===== src/hdl/integer_literal_parser_macros.svh =====
// ----------------------------------------------------------------------------
// integer_literal_parser_macros
// Assertion macros shared by the integer literal parser modules.
// ----------------------------------------------------------------------------
`ifndef INTEGER_LITERAL_PARSER_MACROS_SVH
`define INTEGER_LITERAL_PARSER_MACROS_SVH

// same-cycle implication
`define ILP_ASSERT_IMPLY(label, clk, rst_n, cond, expr) \
    label: assert property (@(posedge clk) disable iff (!rst_n) (cond) |-> (expr)) \
        else $error("integer literal parser: assertion failed");

// next-cycle implication
`define ILP_ASSERT_NEXT(label, clk, rst_n, cond, expr) \
    label: assert property (@(posedge clk) disable iff (!rst_n) (cond) |=> (expr)) \
        else $error("integer literal parser: assertion failed");

`endif


===== src/hdl/ilp_pkg.sv =====
// ----------------------------------------------------------------------------
// ilp_pkg
// Types, character codes, and the digit weight and radix base functions of the parser.
// ----------------------------------------------------------------------------
package ilp_pkg;

    localparam logic [7:0] CH_UNDERSCORE = 8'h5F;
    localparam logic [7:0] CH_ZERO       = 8'h30;
    localparam logic [7:0] CH_NINE       = 8'h39;
    localparam logic [7:0] CH_LOWER_A    = 8'h61;
    localparam logic [7:0] CH_LOWER_Z    = 8'h7A;
    localparam logic [7:0] CH_UPPER_A    = 8'h41;
    localparam logic [7:0] CH_UPPER_Z    = 8'h5A;
    localparam logic [7:0] CH_LOWER_B    = 8'h62;
    localparam logic [7:0] CH_LOWER_O    = 8'h6F;
    localparam logic [7:0] CH_LOWER_X    = 8'h78;
    localparam logic [7:0] CASE_BIT      = 8'h20;

    localparam int         VALUE_W      = 63;
    localparam int         WEIGHT_W     = 6;
    localparam int         BASE_W       = 5;
    localparam logic [5:0] WEIGHT_NONE  = 6'h3F;
    localparam logic [5:0] LETTER_BIAS  = 6'd10;
    localparam logic [VALUE_W-1:0] VALUE_MAX = {VALUE_W{1'b1}};

    localparam logic [4:0] BASE_BIN = 5'd2;
    localparam logic [4:0] BASE_OCT = 5'd8;
    localparam logic [4:0] BASE_DEC = 5'd10;
    localparam logic [4:0] BASE_HEX = 5'd16;

    typedef enum logic [1:0] {
        PH_IDLE   = 2'd0,
        PH_ZERO   = 2'd1,
        PH_DIGITS = 2'd2
    } phase_t;

    typedef enum logic [1:0] {
        RX_DEC = 2'd0,
        RX_BIN = 2'd1,
        RX_OCT = 2'd2,
        RX_HEX = 2'd3
    } radix_t;

    typedef enum logic [1:0] {
        ST_OK        = 2'd0,
        ST_NO_DIGITS = 2'd1,
        ST_OVERFLOW  = 2'd2
    } status_t;

    typedef struct packed {
        logic                last;
        logic                take;
        logic                lone_zero;
        radix_t              radix;
        logic [WEIGHT_W-1:0] weight;
    } token_t;

    function automatic logic [WEIGHT_W-1:0] char_weight(input logic [7:0] c);
        logic [7:0] w;
        w = {2'b00, WEIGHT_NONE};
        if (c >= CH_ZERO && c <= CH_NINE)
        begin
            w = c - CH_ZERO;
        end
        else if (c >= CH_LOWER_A && c <= CH_LOWER_Z)
        begin
            w = c - CH_LOWER_A + {2'b00, LETTER_BIAS};
        end
        else if (c >= CH_UPPER_A && c <= CH_UPPER_Z)
        begin
            w = c - CH_UPPER_A + {2'b00, LETTER_BIAS};
        end
        return w[WEIGHT_W-1:0];
    endfunction

    function automatic logic [BASE_W-1:0] radix_base(input radix_t r);
        logic [BASE_W-1:0] b;
        unique case (r)
            RX_BIN:  b = BASE_BIN;
            RX_OCT:  b = BASE_OCT;
            RX_HEX:  b = BASE_HEX;
            default: b = BASE_DEC;
        endcase
        return b;
    endfunction

endpackage


===== src/hdl/ilp_char_if.sv =====
// ----------------------------------------------------------------------------
// ilp_char_if
// Character channel: one literal character and its last flag per beat.
// ----------------------------------------------------------------------------
interface ilp_char_if;

    logic       valid;
    logic       ready;
    logic [7:0] char_code;
    logic       last_char;

    modport source (output valid, output char_code, output last_char, input ready);
    modport sink   (input valid, input char_code, input last_char, output ready);

endinterface


===== src/hdl/ilp_result_if.sv =====
// ----------------------------------------------------------------------------
// ilp_result_if
// Result channel: parsed value and status per beat.
// ----------------------------------------------------------------------------
interface ilp_result_if;

    logic        valid;
    logic        ready;
    logic [62:0] literal_value;
    logic [1:0]  status;

    modport source (output valid, output literal_value, output status, input ready);
    modport sink   (input valid, input literal_value, input status, output ready);

endinterface


===== src/hdl/integer_literal_parser.sv =====
// ----------------------------------------------------------------------------
// integer_literal_parser
// Integer literal parser: prefix and radix selection, digit accumulation,
// saturation on overflow.
// ----------------------------------------------------------------------------
//  channel  dir  payload
//  chars    in   char_code[7:0], last_char
//  results  out  literal_value[62:0], status[1:0]
//
//  One character beat per cycle while the queue has room; a literal's
//  last character goes from classifier to queue, then from accumulator
//  to result register. The accumulate is a shift-add by the radix plus
//  one wide add and overflow check per cycle while tokens pop. Reset
//  clears the prefix state, queue and accumulator. A stalled result holds
//  only tokens that end a literal; the queue absorbs characters meanwhile.
// ----------------------------------------------------------------------------
module integer_literal_parser
#(
    parameter int QUEUE_DEPTH = 2
)
(
    input  logic         clk,
    input  logic         rst_n,
    ilp_char_if.sink     chars,
    ilp_result_if.source results
);

    logic            push;
    logic            push_ready;
    ilp_pkg::token_t push_tok;
    logic            pop;
    logic            pop_valid;
    ilp_pkg::token_t pop_tok;

    ilp_front u_front
    (
        .clk        (clk),
        .rst_n      (rst_n),
        .chars      (chars),
        .push       (push),
        .push_tok   (push_tok),
        .push_ready (push_ready)
    );

    ilp_queue #(.DEPTH(QUEUE_DEPTH)) u_queue
    (
        .clk        (clk),
        .rst_n      (rst_n),
        .push       (push),
        .push_tok   (push_tok),
        .push_ready (push_ready),
        .pop        (pop),
        .pop_tok    (pop_tok),
        .pop_valid  (pop_valid)
    );

    ilp_back u_back
    (
        .clk        (clk),
        .rst_n      (rst_n),
        .tok        (pop_tok),
        .tok_valid  (pop_valid),
        .pop        (pop),
        .results    (results)
    );

endmodule


===== src/hdl/ilp_front.sv =====
// ----------------------------------------------------------------------------
// ilp_front
// Prefix tracking and character classification into digit tokens.
// ----------------------------------------------------------------------------
module ilp_front
(
    input  logic            clk,
    input  logic            rst_n,
    ilp_char_if.sink        chars,
    output logic            push,
    output ilp_pkg::token_t push_tok,
    input  logic            push_ready
);

    ilp_pkg::phase_t phase_reg;
    ilp_pkg::phase_t phase_next;
    ilp_pkg::radix_t radix_reg;
    ilp_pkg::radix_t radix_next;

    logic       is_us;
    logic       is_zero;
    logic [7:0] folded;
    logic       is_pfx;
    ilp_pkg::radix_t pfx_radix;

    assign is_us   = (chars.char_code == ilp_pkg::CH_UNDERSCORE);
    assign is_zero = (chars.char_code == ilp_pkg::CH_ZERO);
    assign folded  = chars.char_code | ilp_pkg::CASE_BIT;

    always_comb
    begin
        is_pfx    = 1'b1;
        pfx_radix = ilp_pkg::RX_OCT;
        unique case (folded)
            ilp_pkg::CH_LOWER_B: pfx_radix = ilp_pkg::RX_BIN;
            ilp_pkg::CH_LOWER_O: pfx_radix = ilp_pkg::RX_OCT;
            ilp_pkg::CH_LOWER_X: pfx_radix = ilp_pkg::RX_HEX;
            default:             is_pfx    = 1'b0;
        endcase
    end

    assign chars.ready = push_ready;
    assign push        = chars.valid && push_ready;

    // next state
    always_comb
    begin
        phase_next = phase_reg;
        radix_next = radix_reg;
        if (!is_us)
        begin
            unique case (phase_reg)
                ilp_pkg::PH_IDLE:
                begin
                    radix_next = ilp_pkg::RX_DEC;
                    phase_next = is_zero ? ilp_pkg::PH_ZERO : ilp_pkg::PH_DIGITS;
                end
                ilp_pkg::PH_ZERO:
                begin
                    radix_next = pfx_radix;
                    phase_next = ilp_pkg::PH_DIGITS;
                end
                default:
                begin
                    phase_next = ilp_pkg::PH_DIGITS;
                end
            endcase
        end
        if (chars.last_char)
        begin
            phase_next = ilp_pkg::PH_IDLE;
            radix_next = ilp_pkg::RX_DEC;
        end
    end

    // token
    always_comb
    begin
        push_tok.last      = chars.last_char;
        push_tok.weight    = ilp_pkg::char_weight(chars.char_code);
        push_tok.take      = 1'b0;
        push_tok.lone_zero = 1'b0;
        push_tok.radix     = radix_reg;
        unique case (phase_reg)
            ilp_pkg::PH_IDLE:
            begin
                push_tok.radix     = ilp_pkg::RX_DEC;
                push_tok.take      = !is_us && !is_zero;
                push_tok.lone_zero = is_zero;
            end
            ilp_pkg::PH_ZERO:
            begin
                push_tok.radix     = ilp_pkg::RX_OCT;
                push_tok.take      = !is_us && !is_pfx;
                push_tok.lone_zero = is_us;
            end
            default:
            begin
                push_tok.take = !is_us;
            end
        endcase
    end

    always_ff @(posedge clk or negedge rst_n)
    begin
        if (!rst_n)
        begin
            phase_reg <= ilp_pkg::PH_IDLE;
            radix_reg <= ilp_pkg::RX_DEC;
        end
        else if (push)
        begin
            phase_reg <= phase_next;
            radix_reg <= radix_next;
        end
    end

endmodule


===== src/hdl/ilp_queue.sv =====
// ----------------------------------------------------------------------------
// ilp_queue
// Small token queue between classifier and accumulator.
// ----------------------------------------------------------------------------
`include "integer_literal_parser_macros.svh"

module ilp_queue
#(
    parameter int DEPTH = 2
)
(
    input  logic            clk,
    input  logic            rst_n,
    input  logic            push,
    input  ilp_pkg::token_t push_tok,
    output logic            push_ready,
    input  logic            pop,
    output ilp_pkg::token_t pop_tok,
    output logic            pop_valid
);

    localparam int PTR_W = (DEPTH > 1) ? $clog2(DEPTH) : 1;
    localparam int CNT_W = $clog2(DEPTH + 1);
    localparam logic [PTR_W-1:0] PTR_LAST = PTR_W'(DEPTH - 1);

    ilp_pkg::token_t  slot_reg [DEPTH];
    logic [PTR_W-1:0] wr_ptr_reg;
    logic [PTR_W-1:0] rd_ptr_reg;
    logic [CNT_W-1:0] count_reg;
    logic [CNT_W-1:0] count_next;

    assign push_ready = (count_reg != CNT_W'(DEPTH));
    assign pop_valid  = (count_reg != '0);
    assign pop_tok    = slot_reg[rd_ptr_reg];

    always_comb
    begin
        count_next = count_reg;
        if (push && !pop)
        begin
            count_next = count_reg + 1'b1;
        end
        else if (pop && !push)
        begin
            count_next = count_reg - 1'b1;
        end
    end

    always_ff @(posedge clk)
    begin
        if (push)
        begin
            slot_reg[wr_ptr_reg] <= push_tok;
        end
    end

    always_ff @(posedge clk or negedge rst_n)
    begin
        if (!rst_n)
        begin
            wr_ptr_reg <= '0;
            rd_ptr_reg <= '0;
            count_reg  <= '0;
        end
        else
        begin
            if (push)
            begin
                wr_ptr_reg <= (wr_ptr_reg == PTR_LAST) ? '0 : wr_ptr_reg + 1'b1;
            end
            if (pop)
            begin
                rd_ptr_reg <= (rd_ptr_reg == PTR_LAST) ? '0 : rd_ptr_reg + 1'b1;
            end
            count_reg <= count_next;
        end
    end

    `ILP_ASSERT_IMPLY(a_count_bound, clk, rst_n, 1'b1, count_reg <= CNT_W'(DEPTH))
    `ILP_ASSERT_NEXT(a_pop_drains, clk, rst_n, pop && !push, count_reg + 1'b1 == $past(count_reg))
    `ILP_ASSERT_IMPLY(a_pop_nonempty, clk, rst_n, pop, count_reg != '0)

endmodule


===== src/hdl/ilp_back.sv =====
// ----------------------------------------------------------------------------
// ilp_back
// Digit accumulator with overflow detection and result register.
// ----------------------------------------------------------------------------
`include "integer_literal_parser_macros.svh"

module ilp_back
(
    input  logic            clk,
    input  logic            rst_n,
    input  ilp_pkg::token_t tok,
    input  logic            tok_valid,
    output logic            pop,
    ilp_result_if.source    results
);

    localparam int PROD_W = ilp_pkg::VALUE_W + 5;

    logic [ilp_pkg::VALUE_W-1:0] acc_reg;
    logic [ilp_pkg::VALUE_W-1:0] acc_next;
    logic                        seen_reg;
    logic                        seen_next;
    logic                        stopped_reg;
    logic                        stopped_next;
    logic                        ovf_reg;
    logic                        ovf_next;

    logic                        out_valid_reg;
    logic [ilp_pkg::VALUE_W-1:0] out_value_reg;
    ilp_pkg::status_t            out_status_reg;
    logic [ilp_pkg::VALUE_W-1:0] out_value_next;
    ilp_pkg::status_t            out_status_next;

    logic [PROD_W-1:0] acc_wide;
    logic [PROD_W-1:0] prod;
    logic [PROD_W-1:0] sum;
    logic              digit_ok;
    logic              sum_ovf;
    logic              load;

    assign acc_wide = PROD_W'(acc_reg);

    always_comb
    begin
        unique case (tok.radix)
            ilp_pkg::RX_BIN: prod = acc_wide << 1;
            ilp_pkg::RX_OCT: prod = acc_wide << 3;
            ilp_pkg::RX_HEX: prod = acc_wide << 4;
            default:         prod = (acc_wide << 3) + (acc_wide << 1);
        endcase
    end

    assign sum      = prod + PROD_W'(tok.weight);
    assign sum_ovf  = |sum[PROD_W-1:ilp_pkg::VALUE_W];
    assign digit_ok = ({1'b0, ilp_pkg::radix_base(tok.radix)} > tok.weight);

    // step
    always_comb
    begin
        acc_next     = acc_reg;
        seen_next    = seen_reg;
        stopped_next = stopped_reg;
        ovf_next     = ovf_reg;
        if (tok.take && !stopped_reg)
        begin
            if (!digit_ok)
            begin
                stopped_next = 1'b1;
            end
            else
            begin
                seen_next = 1'b1;
                if (!ovf_reg)
                begin
                    if (sum_ovf)
                    begin
                        ovf_next = 1'b1;
                    end
                    else
                    begin
                        acc_next = sum[ilp_pkg::VALUE_W-1:0];
                    end
                end
            end
        end
    end

    // result
    always_comb
    begin
        if (tok.lone_zero)
        begin
            out_value_next  = '0;
            out_status_next = ilp_pkg::ST_OK;
        end
        else if (!seen_next)
        begin
            out_value_next  = '0;
            out_status_next = ilp_pkg::ST_NO_DIGITS;
        end
        else if (ovf_next)
        begin
            out_value_next  = ilp_pkg::VALUE_MAX;
            out_status_next = ilp_pkg::ST_OVERFLOW;
        end
        else
        begin
            out_value_next  = acc_next;
            out_status_next = ilp_pkg::ST_OK;
        end
    end

    assign pop  = tok_valid && !(tok.last && out_valid_reg && !results.ready);
    assign load = pop && tok.last;

    assign results.valid         = out_valid_reg;
    assign results.literal_value = out_value_reg;
    assign results.status        = out_status_reg;

    always_ff @(posedge clk or negedge rst_n)
    begin
        if (!rst_n)
        begin
            acc_reg       <= '0;
            seen_reg      <= 1'b0;
            stopped_reg   <= 1'b0;
            ovf_reg       <= 1'b0;
            out_valid_reg <= 1'b0;
        end
        else
        begin
            if (load)
            begin
                acc_reg     <= '0;
                seen_reg    <= 1'b0;
                stopped_reg <= 1'b0;
                ovf_reg     <= 1'b0;
            end
            else if (pop)
            begin
                acc_reg     <= acc_next;
                seen_reg    <= seen_next;
                stopped_reg <= stopped_next;
                ovf_reg     <= ovf_next;
            end
            if (load)
            begin
                out_valid_reg <= 1'b1;
            end
            else if (results.ready)
            begin
                out_valid_reg <= 1'b0;
            end
        end
    end

    always_ff @(posedge clk)
    begin
        if (load)
        begin
            out_value_reg  <= out_value_next;
            out_status_reg <= out_status_next;
        end
    end

    `ILP_ASSERT_NEXT(a_stop_hold, clk, rst_n, stopped_reg && pop && !tok.last, acc_reg == $past(acc_reg))
    `ILP_ASSERT_IMPLY(a_ovf_seen, clk, rst_n, ovf_reg, seen_reg)
    `ILP_ASSERT_IMPLY(a_ovf_sat, clk, rst_n, out_valid_reg && out_status_reg == ilp_pkg::ST_OVERFLOW, out_value_reg == ilp_pkg::VALUE_MAX)

endmodule

===== src/flat_wrapper.sv =====
// flat-port wrapper written by rule: the top's interface ports become plain ports
module integer_literal_parser_flat 
#(
    parameter int QUEUE_DEPTH = 2
)
  (clk, rst_n, chars_valid, chars_char_code, chars_last_char, chars_ready, results_valid, results_literal_value, results_status, results_ready);
  ilp_char_if chars_i ();
  ilp_result_if results_i ();
  input  logic clk;
  input  logic rst_n;
  input wire logic [$bits(chars_i.valid)-1:0] chars_valid;
  input wire logic [$bits(chars_i.char_code)-1:0] chars_char_code;
  input wire logic [$bits(chars_i.last_char)-1:0] chars_last_char;
  output wire logic [$bits(chars_i.ready)-1:0] chars_ready;
  output wire logic [$bits(results_i.valid)-1:0] results_valid;
  output wire logic [$bits(results_i.literal_value)-1:0] results_literal_value;
  output wire logic [$bits(results_i.status)-1:0] results_status;
  input wire logic [$bits(results_i.ready)-1:0] results_ready;
  assign chars_i.valid = chars_valid;
  assign chars_i.char_code = chars_char_code;
  assign chars_i.last_char = chars_last_char;
  assign chars_ready = chars_i.ready;
  assign results_valid = results_i.valid;
  assign results_literal_value = results_i.literal_value;
  assign results_status = results_i.status;
  assign results_i.ready = results_ready;
  integer_literal_parser #(.QUEUE_DEPTH(QUEUE_DEPTH)) u_core (.clk(clk), .rst_n(rst_n), .chars(chars_i), .results(results_i));
endmodule

===== config.mk =====
export PLATFORM = sky130hd
export DESIGN_NAME = integer_literal_parser_flat
export DESIGN_NICKNAME = d
export VERILOG_FILES = /design/src/hdl/ilp_pkg.sv /design/src/hdl/ilp_char_if.sv /design/src/hdl/ilp_result_if.sv /design/src/hdl/integer_literal_parser.sv /design/src/hdl/ilp_front.sv /design/src/hdl/ilp_queue.sv /design/src/hdl/ilp_back.sv /design/src/flat_wrapper.sv
export VERILOG_INCLUDE_DIRS = /design/src /design/src/hdl
export SDC_FILE = /design/constraint.sdc
export NUM_CORES = 1
export LEC_CHECK = 0
export BUFFER_PORTS_ARGS = -buffer_cell sky130_fd_sc_hd__buf_2
export CAP_MARGIN = 15
export CORE_UTILIZATION = 52
export DETAILED_ROUTE_END_ITERATION = 7
export PLACE_DENSITY = 0.69
export SLEW_MARGIN = 20
export SYNTH_ARGS = -nofsm -noshare
export SYNTH_HDL_FRONTEND = slang
export SYNTH_HIERARCHICAL = 1
export SYNTH_SLANG_ARGS = --single-unit

===== constraint.sdc =====
create_clock -name clk -period 11.22 [get_ports clk]
set_clock_uncertainty 0.1 [all_clocks]
set_input_delay 2.805 -clock clk [delete_from_list [all_inputs] [get_ports clk]]
set_output_delay 2.805 -clock clk [all_outputs]
set_load 0.05 [all_outputs]

==> results.py, run 1 <==
metrics = {
    "sta": {
        "totalNegativeSetupSlack_ns": 0,
        "unrepaired_setup_endpoints_after_global_routing": "no",
        "clock.fmax_mhz": 118,
        "setup_viol_count_final": 0,
        "post-route-period-util_pct": 75.8,
        "min_period_ns": 8.50,
        "timing.max_slew.rel_slack_pct": 18.2,
        "worst-slew-pin-transition_ns": 1.22,
        "hold_viol": 0,
        "final_critical_path_setup_slack_ns": 2.72,
        "slew_viol_final": 0,
    },
    "layout": {
        "finish.cell_count_without_fillers": 2162,
        "area_growth_syn_to_layout_pct": 6.55,
        "fillerInstances": 2662,
        "layout-drive-gt1-share_pct": 14.3,
        "layout.cell_area.non_filler_um2": 16400,
        "final_net_count": 1859,
        "num_antenna_cells": 0,
    },
    "synthesis": {
        "edff_count_synth": 87,
        "synthesis.nets": 1855,
        "ys_dominant_reg_cell": "edfxtp_1",
        "ys_async_sr_fraction_pct": 46.3,
        "synthesis.instances": 1761,
        "synth_area_um2": 15400,
        "yosys-top-cells-area": "edfxtp_1 17%, dfrtp_1 12%, ha_1 6.4%",
        "synth_top_cell_by_area": "edfxtp_1",
        "synth-seq-cells": 162,
        "syn-mean-instance-area_um2": 8.77,
        "yosysTopAreaCellShare_pct": 16.9,
        "seq_area_frac_synth_pct": 29.1,
        "ys.warnings.count": 6,
        "synth_cell_types": 105,
    },
    "worst_hold_path": {
        "worstHoldStart": "u_core/u_queue/wr_ptr_reg",
        "worstHoldPathCells": 1,
        "hold_class": "reg2reg",
        "min_to": "u_core/u_queue/wr_ptr_reg",
    },
    "setup_path": {
        "timing.rr.end": "u_core/u_back/acc_reg[7]",
        "critPathMaxFanout": 53,
        "worst_r2r_path_depth": 17,
        "critical_path_class": "reg2reg",
        "timing.rr.start": "u_core/u_queue/rd_ptr_reg",
        "critPathLaunchType": "register",
        "required_ns": 11.53,
        "r2r_setup_slack_ns": 2.72,
        "critical_path.endpoint_type": "register",
        "crit_arrival_ns": 8.81,
    },
    "clock_network": {
        "postCtsSetupBuffers": 0,
        "ctsHtreeMaxLevel": 4,
        "hold_buffers": 0,
        "cts.root.buffer_cell": "clkbuf_16",
        "tritoncts_num_sinks": 162,
        "postCtsResizedCells": 0,
        "worst_case_clock_buffer_depth": 2,
        "tritoncts": "built",
        "cts_buffers": 17,
        "clk_latency_ns": 0.48,
        "clkSlewWorstSetupHoldPaths_ns": 0.08,
    },
    "place": {
        "pre_cts_slack_ns": 2.91,
        "instance_count_after_placement_with_tap_cells_included": 2129,
        "number_of_buffers_inserted_by_port_buffering": 79,
        "placement.cell_area_um2": 15800,
        "dp_hpwl_um": 38000,
        "routabilityCongestion": 0.985,
    },
    "detailed_routing": {
        "route.detailed.vias_per_inst": 6.75,
        "first_iter_violations": 1482,
        "drcViolationCount": 0,
        "antenna_left": 0,
        "drt-pass1-iter-count": 7,
        "via_count": 14600,
        "detail_route.wl_per_cell_um": 23.6,
        "drt-total-wl_um": 51000,
    },
    "status": {
        "outcome": "completed",
    },
    "die": {
        "io_pins": 80,
        "design.core.area_um2": 28900,
        "floorplan.die.width_um": 174,
        "initial_core_util_pct": 53.4,
        "floorplan.die.height_um": 174,
        "floorplan.die_area_um2": 30400,
        "std_cell_rows": 62,
    },
    "global_routing": {
        "wire_length_of_the_first_global_routing_pass_um": 79900,
        "first_global_vias": 14000,
        "grt_start_max_net_pins": 72,
        "antenna_found_initial": 0,
        "gr-total-overflow": 0,
        "grt_util_all_layers_pct": 33.7,
    },
    "run": {
        "timing.max_cap.violations": 0,
    },
    "power_and_ir_drop": {
        "power_leakage_uw": 0.00662,
        "power_density_nw_per_um2": 186,
        "max-vdd-ir-drop_mv": 0.293,
    },
}
==> synth_stat cells, drive strengths merged (7+ instances only) <==
cell type,number
inv,43
or4,7
o2111ai,8
nand3,34
mux2,18
nand2b,25
nor2b,16
a221o,15
mux4,8
o31ai,12
clkbuf,51
or2,9
a211oi,17
a31oi,19
nor3,30
nor4,21
nor4b,7
o221a,49
dfrtp,75
a21o,27
and4,8
a221oi,10
xnor2,56
o21ai,109
a21oi,150
ha,79
buf,60
a22o,63
o211ai,14
nand2,173
nand4,41
o211a,9
or3,17
and3,19
mux2i,38
edfxtp,87
o21a,19
nand3b,8
nor2,159
o221ai,7
and2,13
xor2,38
==> layout by cell type (no fill, tap or decap), drive strengths merged, types with 27 or more instances in the layout <==
cell type,netlist,routed
nand2,173,173
o221a,49,49
nand4,41,41
inv,43,51
o21ai,109,109
mux2i,38,38
nor2,159,159
buf,60,96
edfxtp,87,87
xnor2,56,56
nor3,30,30
a21o,27,27
a22o,63,63
a21oi,150,150
xor2,38,38
nand3,34,34
dfrtp,75,75
ha,79,79
==> logic make-up after synthesis <==
family | Yosys count | synth area share (%)
buf+inv | 155 | 5.18
compound gates | 600 | 28.5
simple gates | 605 | 20.1
mux | 64 | 5.16
fa+ha+maj | 81 | 6.66
flops | 162 | 29.1
xor+xnor | 94 | 5.33
==> power by group <==
part	switching, µW	internal (µW)
Combinational	1180	426
Clock	284	298
Sequential	73.2	799
Total	1540	1520
==> stage by stage <==
| step | hold WS [ns] | util, % | total power, µW |
|---|---|---|---|
| after floorplan | 0.348 | - | 2120 |
| final | 0.390 | 56.8 | 3060 |
| after detailed placement | 0.377 | 54.7 | 2460 |
| after CTS | 0.392 | 56.7 | 3050 |
| after global placement | 0.364 | 54.7 | 2440 |
| after global routing | 0.415 | 56.8 | 3210 |
==> worst max-delay path: stages (launching register included) <==
cell	delay (ns)
dfrtp_1	0.77
mux2_4	0.75
clkinv_1	0.86
nand2_2	1.03
nor2_1	0.13
o211a_1	0.17
a311o_1	0.27
a211oi_1	0.44
and4_1	0.29
o2111a_1	0.22
nand3_1	0.28
o31a_1	0.39
or3_1	0.43
nand4b_4	0.36
buf_4	0.48
a21o_2	0.58
buf_4	0.52
a22o_1	0.23
==> worst max path at each step <==
stage                                   start                                      end  slack [ns]
floorplan           u_core/u_queue/rd_ptr_reg  u_core/u_back/results.literal_value[13]        5.23
global placement    u_core/u_queue/rd_ptr_reg                 u_core/u_back/acc_reg[7]        3.08
detailed placement  u_core/u_queue/rd_ptr_reg                u_core/u_back/acc_reg[11]        2.91
CTS                 u_core/u_queue/rd_ptr_reg                u_core/u_back/acc_reg[11]        2.84
global route        u_core/u_queue/rd_ptr_reg                 u_core/u_back/acc_reg[8]        2.33
finish              u_core/u_queue/rd_ptr_reg                 u_core/u_back/acc_reg[7]        2.72
==> layout make-up <==
type | count | area (µm²) | share of cell area [%]
Clock inverter | 15 | 164 | 0.996
Clock buffer | 17 | 425 | 2.59
Multi-Input combinational cell | 1444 | 10200 | 61.9
Inverter | 44 | 165 | 1.00
Tap cell | 384 | 480 | 2.92
Sequential cell | 162 | 4490 | 27.3
Timing Repair Buffer | 96 | 546 | 3.32
==> per-layer routing <==
layer | vias to the layer above | track usage [%] | share of wire [%]
met1 | 7153 | 44.9 | 44
met5 | - | 0 | 0
met2 | 571 | 55.0 | 46
met4 | 0 | 12.2 | 3.1
li1 | 6785 | - | -
met3 | 93 | 5.64 | 6.5
(Power assumes the default switching activity.)
==> run 2, diff against run 1 <==
Settings changed: PLACE_DENSITY 0.69 to 0.72.
Clock period 11.22 ns to 7.3 ns, I/O delays scaled along.
==> results.py, run 2 (synthesis results as in run 1) <==
metrics = {
    "status": {
        "outcome": "completed",
    },
    "clock_network": {
        "hold_buffers": 0,
        "tritoncts_num_sinks": 162,
        "tritoncts": "built",
        "cts.root.buffer_cell": "clkbuf_16",
        "postCtsResizedCells": 0,
        "worst_case_clock_buffer_depth": 2,
        "ctsHtreeMaxLevel": 4,
        "postCtsSetupBuffers": 0,
        "clkSlewWorstSetupHoldPaths_ns": 0.07,
        "cts_buffers": 17,
        "clk_latency_ns": 0.47,
    },
    "sta": {
        "post-route-period-util_pct": 93.7,
        "worst-slew-pin-transition_ns": 1.10,
        "hold_viol": 0,
        "timing.max_slew.rel_slack_pct": 26.9,
        "setup_viol_count_final": 0,
        "min_period_ns": 6.84,
        "final_critical_path_setup_slack_ns": 0.460,
        "slew_viol_final": 0,
        "clock.fmax_mhz": 146,
        "totalNegativeSetupSlack_ns": 0,
        "unrepaired_setup_endpoints_after_global_routing": "no",
    },
    "setup_path": {
        "critical_path_class": "reg2reg",
        "critPathLaunchType": "register",
        "required_ns": 7.60,
        "critical_path.endpoint_type": "register",
        "critPathMaxFanout": 62,
        "crit_arrival_ns": 7.14,
        "r2r_setup_slack_ns": 0.46,
    },
    "detailed_routing": {
        "drt-total-wl_um": 51200,
        "antenna_left": 0,
        "route.detailed.vias_per_inst": 6.79,
        "first_iter_violations": 1594,
        "detail_route.wl_per_cell_um": 23.6,
        "via_count": 14700,
        "drcViolationCount": 0,
        "drt-pass1-iter-count": 8,
    },
    "power_and_ir_drop": {
        "power_leakage_uw": 0.00666,
        "p_sw_share_pct": 49.9,
        "switching_power_uw": 2410,
        "max-vdd-ir-drop_mv": 0.456,
        "sequential_group_share_of_total_power_pct": 27.9,
        "p_comb_share_pct": 52.4,
        "power.share.clock_pct": 19.8,
        "power_density_nw_per_um2": 292,
        "p_int_uw": 2420,
    },
    "die": {
        "design.core.area_um2": 28900,
        "initial_core_util_pct": 53.4,
        "floorplan.die.width_um": 174,
        "io_pins": 80,
        "std_cell_rows": 62,
        "floorplan.die.height_um": 174,
        "floorplan.die_area_um2": 30400,
    },
    "layout": {
        "area_growth_syn_to_layout_pct": 6.91,
        "final_net_count": 1865,
        "fillerInstances": 2687,
        "num_antenna_cells": 0,
        "layout_common_cells": "173 x nand2_1, 157 x nor2_1, 148 x a21oi_1",
        "finish.cell_count_without_fillers": 2168,
        "layout-drive-gt1-share_pct": 14.5,
        "layout.cell_area.non_filler_um2": 16500,
        "layout.cells.most_common": "nand2_1",
    },
    "worst_hold_path": {
        "hold_class": "reg2reg",
    },
    "global_routing": {
        "first_global_vias": 14000,
        "wire_length_of_the_first_global_routing_pass_um": 80000,
        "grt_util_all_layers_pct": 33.9,
        "grt_start_max_net_pins": 76,
        "gr-total-overflow": 0,
        "antenna_found_initial": 0,
    },
    "place": {
        "routabilityCongestion": 0.987,
        "pre_cts_slack_ns": 0.522,
        "number_of_buffers_inserted_by_port_buffering": 79,
        "instance_count_after_placement_with_tap_cells_included": 2136,
        "placement.cell_area_um2": 15900,
        "dp_hpwl_um": 38500,
    },
    "run": {
        "timing.max_cap.violations": 0,
    },
}
==> run 2: cell types whose count changed in the layout (fill, tap and decap cells not counted), moves of 2 or more <==
cell / delta
inv_8: -2
inv_6: +6
clkinv_4: -2
clkinv_8: -2
clkinvlp_4: -2
buf_4: +6
==> run 2: metal layers <==
metal  vias to the layer above  wire [µm]  global-route usage, %
li1                       6797          -                      -
met1                      7166      22700                   46.7
met2                       645      23000                   52.6
met3                       107       3820                   5.56
met4                         0       1740                   14.4
met5                         -          0                      0
==> run 2: final timing paths <==
path                                               endpoint  cells past startpoint                         from
worst min-delay path            u_core/u_front/radix_reg[0]                      2  u_core/u_front/radix_reg[0]
worst max register to register    u_core/u_back/acc_reg[30]                     18    u_core/u_queue/rd_ptr_reg
worst min register to register  u_core/u_front/radix_reg[0]                      2  u_core/u_front/radix_reg[0]
min in group asynchronous         u_core/u_back/acc_reg[55]                      1                        rst_n
max in group asynchronous         u_core/u_back/acc_reg[25]                      1                        rst_n
worst max-delay path              u_core/u_back/acc_reg[30]                     18    u_core/u_queue/rd_ptr_reg
==> run 2: power by group through the flow <==
stage          Combinational, µW  Sequential [µW]  Clock (µW)
2_1_floorplan               1420             1840           0
3_3_place_gp                2450             1350           0
3_5_place_dp                2480             1360           0
4_1_cts                     2490             1350         969
5_1_grt                     2670             1370        1000
6_report                    2530             1340         954
==> run 2: through the flow <==
stage	power (µW)	hold slack [ns]	util [%]
floorplan	3260	0.348	-
global placement	3810	0.365	54.9
detailed placement	3840	0.376	54.9
CTS	4810	0.391	57.0
global route	5040	0.421	57.0
finish	4830	0.388	57.0
==> run 2: layout make-up <==
class	count	area (µm²)	share of cell area [%]
Tap cell	384	480	2.91
Inverter	44	165	1.00
Clock buffer	19	464	2.81
Timing Repair Buffer	102	574	3.48
Clock inverter	13	153	0.925
Sequential cell	162	4490	27.2
Multi-Input combinational cell	1444	10200	61.7
==> run 2: critical path, cell delays in order (launching register included) <==
cell and delay (ns):
dfrtp_1 0.78, mux2_2 0.46, inv_1 0.61, mux4_2 0.41, ha_1 0.34, inv_1 0.06
o21bai_1 0.13, a21oi_1 0.11, nor3_1 0.38, nand4_1 0.33, nor2_1 0.17, nor4b_2 0.37
nand4b_4 0.23, nor4_1 0.40, mux2i_1 0.39, nand4b_4 0.33, nor3b_4 0.25, buf_4 0.61
a22o_1 0.24
